<file path="src/hdl/sfpr_pkg.sv">
// ----------------------------------------------------------------------------
// sfpr_pkg
// Shared types and constants of the sync framed packet receiver.
// ----------------------------------------------------------------------------
package sfpr_pkg;

  // Operation codes of an input transfer
  localparam logic [1:0] OP_BYTE = 2'd0;
  localparam logic [1:0] OP_TICK = 2'd1;
  localparam logic [1:0] OP_POP  = 2'd2;

  // Configuration register indexes
  localparam logic [1:0] REG_HEAD    = 2'd0;
  localparam logic [1:0] REG_TAIL    = 2'd1;
  localparam logic [1:0] REG_TIMEOUT = 2'd2;

  localparam int unsigned CFG_IDX_W  = 2;
  localparam int unsigned CFG_DATA_W = 16;
  localparam int unsigned BYTE_W     = 8;
  localparam int unsigned TIMER_W    = 16;
  localparam int unsigned OUT_IDX_W  = 6;

  localparam logic [BYTE_W-1:0]  HEAD_RESET    = 8'hAA;
  localparam logic [BYTE_W-1:0]  TAIL_RESET    = 8'h55;
  localparam logic [TIMER_W-1:0] TIMEOUT_RESET = 16'd50;

  // Framer requests towards the packet store
  typedef struct packed {
    logic wr;    // store the received byte in the frame under assembly
    logic push;  // frame complete, hand it to the ring
  } frm_evt_t;

endpackage

</file>
<file path="src/hdl/sfpr_if.sv">
// ----------------------------------------------------------------------------
// sfpr_rx_if / sfpr_pkt_if
// Valid/ready channels for input items and popped packet bytes.
// ----------------------------------------------------------------------------
interface sfpr_rx_if;
  logic       valid;
  logic       ready;
  logic [1:0] operation;
  logic [7:0] rx_byte;

  modport source (output valid, output operation, output rx_byte, input ready);
  modport sink   (input valid, input operation, input rx_byte, output ready);
endinterface

interface sfpr_pkt_if;
  logic       valid;
  logic       ready;
  logic [7:0] packet_byte;
  logic [5:0] byte_index;
  logic       last;

  modport source (output valid, output packet_byte, output byte_index, output last,
                  input ready);
  modport sink   (input valid, input packet_byte, input byte_index, input last,
                  output ready);
endinterface

</file>
<file path="src/hdl/sfpr_framer.sv">
// ----------------------------------------------------------------------------
// sfpr_framer
// Frame assembly state: fill level and inter-byte countdown.
// ----------------------------------------------------------------------------
module sfpr_framer #(
  parameter int unsigned FRAME_LEN = 16
) (
  input  logic                          clk_i,
  input  logic                          rst_ni,
  input  logic                          byte_v_i,
  input  logic                          tick_v_i,
  input  logic [sfpr_pkg::BYTE_W-1:0]   rx_byte_i,
  input  logic [sfpr_pkg::BYTE_W-1:0]   head_byte_i,
  input  logic [sfpr_pkg::BYTE_W-1:0]   tail_byte_i,
  input  logic [sfpr_pkg::TIMER_W-1:0]  timeout_i,
  output sfpr_pkg::frm_evt_t            evt_o,
  output logic [$clog2(FRAME_LEN)-1:0]  widx_o
);
  import sfpr_pkg::*;

  localparam int unsigned IW = $clog2(FRAME_LEN);
  localparam int unsigned FW = $clog2(FRAME_LEN + 1);

  logic [FW-1:0]      fill_q, fill_d;
  logic [TIMER_W-1:0] cd_q, cd_d;
  logic               is_head, is_tail, is_mid;

  assign is_head = (fill_q == '0) && (rx_byte_i == head_byte_i);
  assign is_tail = (fill_q == FW'(FRAME_LEN - 1)) && (rx_byte_i == tail_byte_i);
  assign is_mid  = (fill_q != '0) && (fill_q != FW'(FRAME_LEN));

  // every write lands below FRAME_LEN, so the low bits are the position
  assign widx_o = fill_q[IW-1:0];

  always_comb begin
    fill_d     = fill_q;
    cd_d       = cd_q;
    evt_o.wr   = 1'b0;
    evt_o.push = 1'b0;
    if (byte_v_i) begin
      if (is_head) begin
        evt_o.wr = 1'b1;
        fill_d   = FW'(1);
        cd_d     = timeout_i;
      end else if (is_tail) begin
        evt_o.wr   = 1'b1;
        evt_o.push = 1'b1;
        fill_d     = '0;
        cd_d       = '0;
      end else if (is_mid) begin
        evt_o.wr = 1'b1;
        fill_d   = fill_q + FW'(1);
        cd_d     = timeout_i;
      end
    end else if (tick_v_i) begin
      if ((fill_q != '0) && (cd_q <= TIMER_W'(1))) begin
        // drop the partial frame
        fill_d = '0;
        cd_d   = '0;
      end else if (cd_q != '0) begin
        cd_d = cd_q - TIMER_W'(1);
      end
    end
  end

  always_ff @(posedge clk_i or negedge rst_ni) begin
    if (!rst_ni) begin
      fill_q <= '0;
      cd_q   <= '0;
    end else begin
      fill_q <= fill_d;
      cd_q   <= cd_d;
    end
  end

endmodule

</file>
<file path="src/hdl/sync_framed_packet_receiver_fifo_unit.sv">
// ----------------------------------------------------------------------------
// sync_framed_packet_receiver_fifo_unit
// Fixed-length head/tail framer feeding a ring of packet slots.
// ----------------------------------------------------------------------------
// Usage: rx_i carries items (operation, rx_byte): a received byte, a timer
// tick or a pop. Bytes and ticks give no output.
// A pop on a non-empty ring streams the oldest packet on pkt_o, FRAME_LEN
// transfers, byte_index counting from 0 and last set on the final byte.
// rx_i.ready stays low while the pop sequencer issues its FRAME_LEN reads,
// so a pop holds the input until the last read is issued; the first byte
// passes the pop-active flag, the memory read register and the output
// register in turn. The rate is set by the single read port of the packet
// memory, one byte a cycle while pkt_o does not stall.
// Frames are assembled straight into a spare slot of a memory holding
// SLOT_COUNT+1 slots, so completing a frame only moves the write pointer.
// Reset clears pointers, counts and timers and restores the registers;
// memory contents are not cleared and no clearing pass is needed.
// A stall on pkt_o holds the output register and halts reads until it drains.
// Configuration: cfg_we_i writes cfg_data_i to register cfg_idx_i.
// ----------------------------------------------------------------------------
module sync_framed_packet_receiver_fifo_unit #(
  parameter int unsigned FRAME_LEN  = 16,
  parameter int unsigned SLOT_COUNT = 4
) (
  input  logic                            clk_i,
  input  logic                            rst_ni,
  sfpr_rx_if.sink                         rx_i,
  sfpr_pkt_if.source                      pkt_o,
  input  logic                            cfg_we_i,
  input  logic [sfpr_pkg::CFG_IDX_W-1:0]  cfg_idx_i,
  input  logic [sfpr_pkg::CFG_DATA_W-1:0] cfg_data_i
);
  import sfpr_pkg::*;

  localparam int unsigned IW        = $clog2(FRAME_LEN);
  localparam int unsigned PW        = $clog2(SLOT_COUNT + 1);
  localparam int unsigned AW        = PW + IW;
  localparam int unsigned MEM_DEPTH = (SLOT_COUNT + 1) << IW;

  // configuration
  logic [BYTE_W-1:0]  head_q, tail_q;
  logic [TIMER_W-1:0] timeout_q;

  always_ff @(posedge clk_i or negedge rst_ni) begin
    if (!rst_ni) begin
      head_q    <= HEAD_RESET;
      tail_q    <= TAIL_RESET;
      timeout_q <= TIMEOUT_RESET;
    end else if (cfg_we_i) begin
      case (cfg_idx_i)
        REG_HEAD:    head_q    <= cfg_data_i[BYTE_W-1:0];
        REG_TAIL:    tail_q    <= cfg_data_i[BYTE_W-1:0];
        REG_TIMEOUT: timeout_q <= cfg_data_i[TIMER_W-1:0];
        default:     ;
      endcase
    end
  end

  // input transfer decode
  logic     rx_xfer, byte_v, tick_v, pop_req;
  logic     pop_active_q;
  frm_evt_t evt;
  logic [IW-1:0] widx;

  logic [PW-1:0] wp_q, rp_q, count_q;

  assign rx_i.ready = !pop_active_q;
  assign rx_xfer    = rx_i.valid && rx_i.ready;
  assign byte_v     = rx_xfer && (rx_i.operation == OP_BYTE);
  assign tick_v     = rx_xfer && (rx_i.operation == OP_TICK);
  assign pop_req    = rx_xfer && (rx_i.operation == OP_POP) && (count_q != '0);

  sfpr_framer #(
    .FRAME_LEN (FRAME_LEN)
  ) u_framer (
    .clk_i       (clk_i),
    .rst_ni      (rst_ni),
    .byte_v_i    (byte_v),
    .tick_v_i    (tick_v),
    .rx_byte_i   (rx_i.rx_byte),
    .head_byte_i (head_q),
    .tail_byte_i (tail_q),
    .timeout_i   (timeout_q),
    .evt_o       (evt),
    .widx_o      (widx)
  );

  function automatic logic [PW-1:0] ptr_inc(input logic [PW-1:0] p);
    ptr_inc = (p == PW'(SLOT_COUNT)) ? '0 : p + PW'(1);
  endfunction

  // ring pointers; the assembly slot is wp_q, never a stored one
  logic push_ok;
  assign push_ok = byte_v && evt.push && (count_q != PW'(SLOT_COUNT));

  always_ff @(posedge clk_i or negedge rst_ni) begin
    if (!rst_ni) begin
      wp_q    <= '0;
      rp_q    <= '0;
      count_q <= '0;
    end else if (push_ok) begin
      wp_q    <= ptr_inc(wp_q);
      count_q <= count_q + PW'(1);
    end else if (pop_req) begin
      rp_q    <= ptr_inc(rp_q);
      count_q <= count_q - PW'(1);
    end
  end

  // pop sequencer and output pipeline
  logic [PW-1:0] rd_slot_q;
  logic [IW-1:0] rd_idx_q, st_idx_q;
  logic          st_last_q, rd_v_q, out_free, rd_issue, rd_end;
  logic          out_v_q, out_last_q;
  logic [BYTE_W-1:0]    out_byte_q, rdata_q;
  logic [OUT_IDX_W-1:0] out_idx_q;

  assign out_free = !out_v_q || pkt_o.ready;
  assign rd_issue = pop_active_q && (!rd_v_q || out_free);
  assign rd_end   = rd_idx_q == IW'(FRAME_LEN - 1);

  always_ff @(posedge clk_i or negedge rst_ni) begin
    if (!rst_ni) begin
      pop_active_q <= 1'b0;
      rd_v_q       <= 1'b0;
      out_v_q      <= 1'b0;
    end else begin
      if (pop_req) begin
        pop_active_q <= 1'b1;
      end else if (rd_issue && rd_end) begin
        pop_active_q <= 1'b0;
      end
      if (rd_issue) begin
        rd_v_q <= 1'b1;
      end else if (out_free) begin
        rd_v_q <= 1'b0;
      end
      if (out_free) begin
        out_v_q <= rd_v_q;
      end
    end
  end

  always_ff @(posedge clk_i) begin
    if (pop_req) begin
      rd_slot_q <= rp_q;
      rd_idx_q  <= '0;
    end else if (rd_issue) begin
      rd_idx_q <= rd_idx_q + IW'(1);
    end
    if (rd_issue) begin
      st_idx_q  <= rd_idx_q;
      st_last_q <= rd_end;
    end
    if (rd_v_q && out_free) begin
      out_byte_q <= rdata_q;
      out_idx_q  <= OUT_IDX_W'(st_idx_q);
      out_last_q <= st_last_q;
    end
  end

  // packet memory: one write and one registered read a cycle
  logic [BYTE_W-1:0] pkt_mem [MEM_DEPTH];
  logic              mem_we;
  logic [AW-1:0]     waddr, raddr;

  assign mem_we = byte_v && evt.wr;
  assign waddr  = {wp_q, widx};
  assign raddr  = {rd_slot_q, rd_idx_q};

  always_ff @(posedge clk_i) begin
    if (mem_we) begin
      pkt_mem[waddr] <= rx_i.rx_byte;
    end
    if (rd_issue) begin
      rdata_q <= pkt_mem[raddr];
    end
  end

  assign pkt_o.valid       = out_v_q;
  assign pkt_o.packet_byte = out_byte_q;
  assign pkt_o.byte_index  = out_idx_q;
  assign pkt_o.last        = out_last_q;

  // checks
  a_count_bound : assert property (@(posedge clk_i) disable iff (!rst_ni)
    count_q <= PW'(SLOT_COUNT))
    else $error("ring count above slot count");

  a_no_rw_overlap : assert property (@(posedge clk_i) disable iff (!rst_ni)
    rd_issue |-> !mem_we && (rd_slot_q != wp_q))
    else $error("packet read overlaps frame assembly");

  a_pop_starts : assert property (@(posedge clk_i) disable iff (!rst_ni)
    pop_req |=> pop_active_q && (rd_idx_q == '0))
    else $error("pop did not start the read sequence");

endmodule

</file>
<file path="src/flat_wrapper.sv">
// flat-port wrapper written by rule: the top's interface ports become plain ports
module sync_framed_packet_receiver_fifo_unit_flat import sfpr_pkg::*;
#(
  parameter int unsigned FRAME_LEN  = 16,
  parameter int unsigned SLOT_COUNT = 4
)
  (clk_i, rst_ni, cfg_we_i, cfg_idx_i, cfg_data_i, rx_i_valid, rx_i_operation, rx_i_rx_byte, rx_i_ready, pkt_o_valid, pkt_o_packet_byte, pkt_o_byte_index, pkt_o_last, pkt_o_ready);
  sfpr_rx_if rx_i_i ();
  sfpr_pkt_if pkt_o_i ();
  input  logic clk_i;
  input  logic rst_ni;
  input  logic cfg_we_i;
  input  logic [sfpr_pkg::CFG_IDX_W-1:0] cfg_idx_i;
  input  logic [sfpr_pkg::CFG_DATA_W-1:0] cfg_data_i;
  input wire logic [$bits(rx_i_i.valid)-1:0] rx_i_valid;
  input wire logic [$bits(rx_i_i.operation)-1:0] rx_i_operation;
  input wire logic [$bits(rx_i_i.rx_byte)-1:0] rx_i_rx_byte;
  output wire logic [$bits(rx_i_i.ready)-1:0] rx_i_ready;
  output wire logic [$bits(pkt_o_i.valid)-1:0] pkt_o_valid;
  output wire logic [$bits(pkt_o_i.packet_byte)-1:0] pkt_o_packet_byte;
  output wire logic [$bits(pkt_o_i.byte_index)-1:0] pkt_o_byte_index;
  output wire logic [$bits(pkt_o_i.last)-1:0] pkt_o_last;
  input wire logic [$bits(pkt_o_i.ready)-1:0] pkt_o_ready;
  assign rx_i_i.valid = rx_i_valid;
  assign rx_i_i.operation = rx_i_operation;
  assign rx_i_i.rx_byte = rx_i_rx_byte;
  assign rx_i_ready = rx_i_i.ready;
  assign pkt_o_valid = pkt_o_i.valid;
  assign pkt_o_packet_byte = pkt_o_i.packet_byte;
  assign pkt_o_byte_index = pkt_o_i.byte_index;
  assign pkt_o_last = pkt_o_i.last;
  assign pkt_o_i.ready = pkt_o_ready;
  sync_framed_packet_receiver_fifo_unit #(.FRAME_LEN(FRAME_LEN), .SLOT_COUNT(SLOT_COUNT)) u_core (.clk_i(clk_i), .rst_ni(rst_ni), .rx_i(rx_i_i), .pkt_o(pkt_o_i), .cfg_we_i(cfg_we_i), .cfg_idx_i(cfg_idx_i), .cfg_data_i(cfg_data_i));
endmodule
</file>
<file path="config.mk">
export PLATFORM = sky130hd
export DESIGN_NAME = sync_framed_packet_receiver_fifo_unit_flat
export DESIGN_NICKNAME = d
export VERILOG_FILES = /design/src/hdl/sfpr_pkg.sv /design/src/hdl/sfpr_if.sv /design/src/hdl/sfpr_framer.sv /design/src/hdl/sync_framed_packet_receiver_fifo_unit.sv /design/src/flat_wrapper.sv
export SDC_FILE = /design/constraint.sdc
export NUM_CORES = 1
export LEC_CHECK = 0
export BUFFER_PORTS_ARGS = -buffer_cell sky130_fd_sc_hd__buf_4
export CORE_MARGIN = 8
export CORE_UTILIZATION = 39
export CTS_CLUSTER_SIZE = 20
export DETAILED_ROUTE_END_ITERATION = 10
export PLACE_DENSITY = 0.63
export SLEW_MARGIN = 20
export SYNTH_ARGS = -nofsm -noshare
export SYNTH_HDL_FRONTEND = slang
export SYNTH_SLANG_ARGS = --single-unit
export TNS_END_PERCENT = 50
</file>
<file path="constraint.sdc">
create_clock -name clk_i -period 3.8 [get_ports clk_i]
set_clock_uncertainty 0.2 [all_clocks]
set_input_delay 0.19 -clock clk_i [delete_from_list [all_inputs] [get_ports clk_i]]
set_output_delay 0.19 -clock clk_i [all_outputs]
set_load 0.02 [all_outputs]
</file>
# After elaboration in Yosys (flattened, before gate mapping)
# Memory sizes are Yosys's and may differ from the RTL's. A register that Yosys moved wholly into a read port is not among the register bits.
# Cells that the tools add are included.
# op_classes
add_sub_neg	7
order_cmp	1
n_eq_ne	13
mux	29
n_bitwise	1
n_reduce_logical	38
# ops
cell	count
$mux W16	7
$mux W5	6
$eq A8 B8 Y1	2
$le A16 B1 Y1 const B	1
$reduce_bool A16 Y1	1
$sub A16 B1 Y16 const B	1
$logic_and A1 B1 Y1	15
$mux W3	4
$mux W1	11
$reduce_bool A2 Y1	5
$add A3 B1 Y3 const B	3
$reduce_and A2 Y1	4
$eq A3 B3 Y1 const B	2
$reduce_and A3 Y1	2
$reduce_bool A3 Y1	2
$add A5 B1 Y5 const B	1
$eq A5 B4 Y1 const B	1
$logic_not A5 Y1	1
$ne A5 B5 Y1 const B	1
$reduce_bool A5 Y1	1
$add A4 B1 Y4 const B	1
$eq A2 B1 Y1 const B	2
$eq A2 B2 Y1 const B	2
$eq A4 B4 Y1 const B	1
other kinds (8)	12
# totals
regBits	90
mem_bits_rw	640
inputBits	33
out_inout_bits	17
word_cells	108
memories	1
# memory_table
memory	words	word_bits	read_ports	rd_clocked_by_memory_dff	write_ports	line_no	text
u_core.pkt_mem	80	8	1	1	1	sync_framed_packet_receiver_fifo_unit.sv:163	logic [BYTE_W-1:0] pkt_mem [MEM_DEPTH];

# Logic depth before layout (Yosys ltp)
# logic_depth
word_depth	10
depth_mapped	10
depth_no_buf	9

# Hierarchy
# Synthesis repeated with hierarchy kept, for this count alone.
# hier_totals
hier_cells	1556
hier_area_um2	29703.5
# modules_own_cells
module	instances	cells_per_inst	area_per_inst_um2	seq_area_each_um2
sync_framed_packet_receiver_fifo_unit	1	1349	27890.5	21284.2
sfpr_framer	1	207	1813.0	525.5

# Worst setup path before layout
# OpenSTA, ideal clock, no wires.
# synth_timing
kind	register to register
start	register u_core.u_framer.fill_q[2]
end	memory u_core.pkt_mem[59][0] (enable)
arrival_ns	2.373
required_time_ns	3.230
path_slack_ns	0.856
path_stages_with_launch	10
path_buffers	2
path_cell_list	dfrtp_1 -> clkbuf_1 -> and3_1 -> ha_1 -> nand2_1 -> nor3_4 -> or3_1 -> clkbuf_1 -> nand4_1 -> nor2_1
# synth_between
elab_chain_cells	9
word_cells_on_any_way	14
cone_classes	eq/ne (2); mux (6); reduce/logical (6)
# synth_lines
item	line_no	text
start: declaration	sfpr_framer.sv:24	logic [FW-1:0] fill_q, fill_d;
start signal: assignment	sfpr_framer.sv:71	fill_q <= fill_d;
$ne A5 B5 Y1 / $reduce_bool A5 Y1 (equally long branches)	sfpr_framer.sv:30	assign is_mid = (fill_q != '0) && (fill_q != FW'(FRAME_LEN));
$logic_and A1 B1 Y1	sfpr_framer.sv:30	
$mux W1	sfpr_framer.sv:50	end else if (is_mid) begin
$mux W1	sfpr_framer.sv:45	end else if (is_tail) begin
$mux W1	sfpr_framer.sv:41	if (is_head) begin
$mux W2	sfpr_framer.sv:40	if (byte_v_i) begin
$logic_and A1 B1 Y1	sync_framed_packet_receiver_fifo_unit.sv:167	assign mem_we = byte_v && evt.wr;
$mux W1	sync_framed_packet_receiver_fifo_unit.sv:172	if (mem_we) begin
$mux W1 (implied by the code)	sync_framed_packet_receiver_fifo_unit.sv:173	pkt_mem[waddr] <= rx_i.rx_byte;
end: declaration	sync_framed_packet_receiver_fifo_unit.sv:163	
# Several ways; a longest one is shown, not always the timed one.

# Final worst setup path
# layout_timing
start	register u_core.u_framer.fill_q[0]
end	memory u_core.pkt_mem[42][2] (enable)
# Same word-level chain as after synthesis.

==> results <==
- The final estimated routing congestion in global placement is 0.8323.
- The register cell area after layout is 21820 sq um.
- The post-detailed-placement cell area is approximately 32000 sq um.
- The later pin in the worst-skew pair is clocked with a latency of around 620 ps.
- At the placement stage, the worst setup path has a slack of approximately 400 ps.
- The number of input and output port buffers inserted is between 40 and 50.
- Dividing the synthesized area by the synthesized cell count gives between 15 and 20 sq um.
- The hold buffer count at cts is 32.
- The design area is 34240 sq um.
- The final worst-path setup slack is ~350 ps.
- The initial utilization of the core area, before any placement, comes to roughly two fifths.
- The post-synthesis cell type with the largest combined area is sky130_fd_sc_hd__edfxtp_1.
- Adding up every negative setup slack in the final design gives 0 ps.
- The hold slack is approximately 28 ps.
- The routed design uses ~5300 um of met3 wire.
- Summed over all cells, the static leakage comes to 10.96 nW.
- In this run, post-CTS repair resized a total of 0 instances.
- After detailed routing, the number of vias per cell comes to between 5 and 6.
- The overall overflow remaining after global route is 0.
- The required time of the critical path is about 4000 ps.
- The highest layer used for signal routing is met4.
- Headroom to the max-slew limit came out at roughly 31%.
- The worst-case IR drop observed on VDD is around 330 uV.
- The count of pins over their slew limit is 0.
- The final core area utilization is a little under half.
- For this block, the initial DRC count from the detailed router was ~1.6k.
- The total setup buffers inserted after CTS is 0.
- Once detailed placement completed, the half-perimeter wirelength came to roughly 46000 um.
- The type of the worst min-delay path is in -> async.
- The floorplan core area is 74570 sq um.
- Measured along the x axis, the die boundary spans about 290 um.
- The floorplan die area is around 84000 sq um.
- The via count of the first global-routing pass was 15.90k.
- The total area of multi-input combinational cells is between 7000 and 8000 sq um.
- The count of max-cap constraint violations is 0.
- The measured slew at the worst slew-check pin is a little over 1000 ps.
- Overall power consumption after layout is estimated at between 20 and 25 mW.
- The total count of hold-check failures in the final report is 0.
- Before antenna repair, the detailed router went through 5 iterations.
- The die height is slightly below 300 um.
- After detailed placement, the design holds a cell count of approximately 2.6k.
- The overall fraction of global-route tracks in use is between 10% and 20%.
- Fill cells in the final layout number 6229.
- The final wirelength is roughly 70000 um.
- The synthesis-to-finish area growth is 16.44%.
- Of the available clock period, the critical path in the final layout requires around nine tenths.
- Data on the critical path arrives at its endpoint at between 3000 and 4000 ps.
- The proportion of netlist area held by the largest area contributor is between 60% and 70%.
- Sequential elements use roughly three quarters of the synthesized area.
- In the synthesized netlist the async set-or-reset flop fraction comes to ~8.8%.
- The remaining routing DRC violations is 0.
- The net count reported at finish is roughly 1.8k.
- The repair_antennas step left the layout with diodes totalling 0.
- The count of flip-flops with a built-in enable after synthesis is ~670.
- Counting every sink on the clock net gives ~740.
- Synthesis produced a netlist whose cell count is 1548.
- The initial antenna violation count came to 4.
- Buffers inserted during clock tree synthesis total 73.
- The routed design could run at a clock period as short as between 3000 and 4000 ps.
- Setup violations remaining at the end of the flow were counted as 0.
- The power per cell area is approximately 590 nW/um^2.
- In this run, synthesis produced a sequential element count of around 740.
- Ranked by total cell area, the synthesized netlist is headed by sky130_fd_sc_hd__edfxtp_1, sky130_fd_sc_hd__mux4_2, sky130_fd_sc_hd__dfrtp_1.
- After the flow finishes, the layout carries non-filler instances totaling 2780.
- Entering global routing, the biggest net connects 80 pins.
- The type of the setup path with the least slack is reg -> reg.
- The kind of start point of the critical path is a flop.
- The total routed wire length on the met1 layer is 29470 um.
- The nature of the critical path endpoint is a flop.
- Setup repair after global routing left no endpoint under its margin.
- The tree is rooted in a sky130_fd_sc_hd__clkbuf_16.
- The number of nets still failing antenna checks after routing is 0.
- The maximum fanout count along the critical path is 7.
- The total vias in the final route is ~15k.
- The number of cell rows is 100.
- Static timing analysis puts the maximum clock frequency at slightly below 0.3 GHz.
- In this run the deepest clock path goes through 3 buffers.
- The post-synthesis cell type count is between 70 and 80.
- The Yosys step of the flow raised 0 warnings.
- The H-tree was split into 3 levels.
- Dividing the detail-routed wire length by the instance count gives 25.72 um.
- The post-synthesis instance area is roughly 30000 sq um.
- The total met2 wirelength after detailed routing is 35150 um.
- The share of post-route cells with drive strength above 1 is 26.67%.
- The run finished with clean final reports.
- TritonCTS built the clock tree.
- The top-level port count is 50.
- The clock slew at the register clock pins of the worst setup and hold paths is around 60 ps.
- The first global-routing pass estimated ~110000 um of wire.
- In the synthesized netlist the dominant register cell turns out to be sky130_fd_sc_hd__edfxtp_1.
## area by class of cell
| type | instances | area share [%] |
|---|---|---|
| flip-flops and latches | 738 | 63.74 |
| multi-input cells | 720 | 20.80 |
| clock buffers | 90 | 5.705 |
| repair buffers | 208 | 4.978 |
| well taps | 969 | 3.541 |
| clock inverters | 40 | 1.078 |
| inverters | 15 | 0.1645 |
## sequential cells by signal, summed over array words and instances, names as in the netlist, 3 cells and up
register and cells:
u_core.pkt_mem 640, u_core.timeout_q 16, u_core.u_framer.cd_q 16, u_core.head_q 8, u_core.pkt_o.packet_byte 8, u_core.rdata_q 8, u_core.tail_q 8, u_core.u_framer.fill_q 5
u_core.pkt_o.byte_index 4, u_core.rd_idx_q 4, u_core.st_idx_q 4, u_core.count_q 3, u_core.rd_slot_q 3, u_core.rp_q 3, u_core.wp_q 3
## worst max-delay path, cell delays in order, from the launching register on
cell and delay (ps):
sky130_fd_sc_hd__dfrtp_1 440, sky130_fd_sc_hd__inv_1 140, sky130_fd_sc_hd__ha_1 190, sky130_fd_sc_hd__nor3b_2 280, sky130_fd_sc_hd__nand4_1 170, sky130_fd_sc_hd__nor4_2 310, sky130_fd_sc_hd__or3_1 230, sky130_fd_sc_hd__nand3_1 420
sky130_fd_sc_hd__buf_4 360, sky130_fd_sc_hd__nor2_1 210, sky130_fd_sc_hd__buf_4 200
## routing by layer
layer | GRT usage (%) | up-vias
met1 | 22.43 | 8097
met3 | 3.383 | 88
met2 | 27.44 | 604
met5 | 0 | -
met4 | 4.993 | 0
li1 | - | 6698
## synth_stat cells (5+ instances only)
library cell,n
sky130_fd_sc_hd__a31oi_1,5
sky130_fd_sc_hd__a32oi_1,5
sky130_fd_sc_hd__ha_1,11
sky130_fd_sc_hd__xnor2_1,19
sky130_fd_sc_hd__a211oi_1,17
sky130_fd_sc_hd__o21ai_0,10
sky130_fd_sc_hd__o31ai_1,14
sky130_fd_sc_hd__mux2_2,33
sky130_fd_sc_hd__dfrtp_1,54
sky130_fd_sc_hd__edfxtp_1,669
sky130_fd_sc_hd__buf_4,18
sky130_fd_sc_hd__buf_2,25
sky130_fd_sc_hd__nand2_1,32
sky130_fd_sc_hd__a22oi_1,21
sky130_fd_sc_hd__nor2b_1,5
sky130_fd_sc_hd__o22ai_1,9
sky130_fd_sc_hd__clkbuf_1,25
sky130_fd_sc_hd__a22o_1,6
sky130_fd_sc_hd__nor2_1,118
sky130_fd_sc_hd__o21ai_1,27
sky130_fd_sc_hd__mux2i_1,81
sky130_fd_sc_hd__nand4_1,7
sky130_fd_sc_hd__and3_1,5
sky130_fd_sc_hd__o221ai_1,18
sky130_fd_sc_hd__buf_6,6
sky130_fd_sc_hd__mux4_2,135
sky130_fd_sc_hd__nor3b_1,6
sky130_fd_sc_hd__inv_1,15
sky130_fd_sc_hd__nand3_1,19
sky130_fd_sc_hd__dfstp_2,11
sky130_fd_sc_hd__nor3_1,13
sky130_fd_sc_hd__a21oi_1,40
## path summary, 6_finish.rpt
path                                           start                         end  slack, ps  cells after the start
setup / recovery           u_core.u_framer.fill_q[0]       u_core.pkt_mem[42][2]        350                     10
hold / removal                                rst_ni        u_core.timeout_q[13]         30                      2
setup reg to reg           u_core.u_framer.fill_q[0]       u_core.pkt_mem[42][2]        350                     10
hold reg to reg                   u_core.st_idx_q[1]  u_core.pkt_o.byte_index[1]        220                      0
max in group asynchronous                     rst_ni   u_core.u_framer.fill_q[3]       2820                      2
min in group clk_i                          cfg_we_i            u_core.head_q[3]         50                      4
## layout by cell type (no fill, tap or decap), types with 5 or more instances in the layout
cell / synthesis / routed
sky130_fd_sc_hd__a21oi_1: 40 / 40
sky130_fd_sc_hd__mux2i_1: 81 / 81
sky130_fd_sc_hd__mux4_2: 135 / 135
sky130_fd_sc_hd__o221ai_1: 18 / 18
sky130_fd_sc_hd__nand3_1: 19 / 19
sky130_fd_sc_hd__clkinv_1: 0 / 13
sky130_fd_sc_hd__clkinv_2: 0 / 13
sky130_fd_sc_hd__nor2_1: 118 / 118
sky130_fd_sc_hd__o22ai_1: 9 / 9
sky130_fd_sc_hd__nor3_1: 13 / 13
sky130_fd_sc_hd__buf_12: 0 / 5
sky130_fd_sc_hd__a32oi_1: 5 / 5
sky130_fd_sc_hd__edfxtp_1: 669 / 669
sky130_fd_sc_hd__a31oi_1: 5 / 5
sky130_fd_sc_hd__nor3b_1: 6 / 6
sky130_fd_sc_hd__a22o_1: 6 / 6
sky130_fd_sc_hd__o21ai_0: 10 / 10
sky130_fd_sc_hd__dfstp_2: 11 / 11
sky130_fd_sc_hd__clkbuf_16: 0 / 75
sky130_fd_sc_hd__nand4_1: 7 / 7
sky130_fd_sc_hd__buf_4: 18 / 171
sky130_fd_sc_hd__inv_1: 15 / 15
sky130_fd_sc_hd__xnor2_1: 19 / 19
sky130_fd_sc_hd__dlygate4sd3_1: 0 / 32
sky130_fd_sc_hd__a211oi_1: 17 / 17
sky130_fd_sc_hd__o31ai_1: 14 / 14
sky130_fd_sc_hd__and3_1: 5 / 5
sky130_fd_sc_hd__clkbuf_1: 25 / 13
sky130_fd_sc_hd__inv_6: 0 / 5
sky130_fd_sc_hd__a22oi_1: 21 / 21
sky130_fd_sc_hd__bufinv_16: 0 / 5
sky130_fd_sc_hd__nand2_1: 32 / 32
sky130_fd_sc_hd__o21ai_1: 27 / 27
sky130_fd_sc_hd__ha_1: 11 / 11
sky130_fd_sc_hd__mux2_2: 33 / 33
sky130_fd_sc_hd__dfrtp_1: 54 / 54
## power by group
part / switching (mW) / internal (mW)
Clock: 3.02 / 4.02
Sequential: 0.264 / 9.14
Combinational: 2.01 / 1.58
Total: 5.30 / 14.7
## kinds of logic (layout without fill, tap and decap cells)
group	after synthesis	in the layout	synth area share (%)
flops	738	738	74.17
mux	252	252	14.50
simple gates	245	245	4.183
compound gates	188	188	4.315
buf+inv	91	353	1.651
xor+xnor	21	21	0.6255
fa+ha+maj	12	12	0.5362
other cells	1	2	0.01275
(Power assumes the default switching activity.)
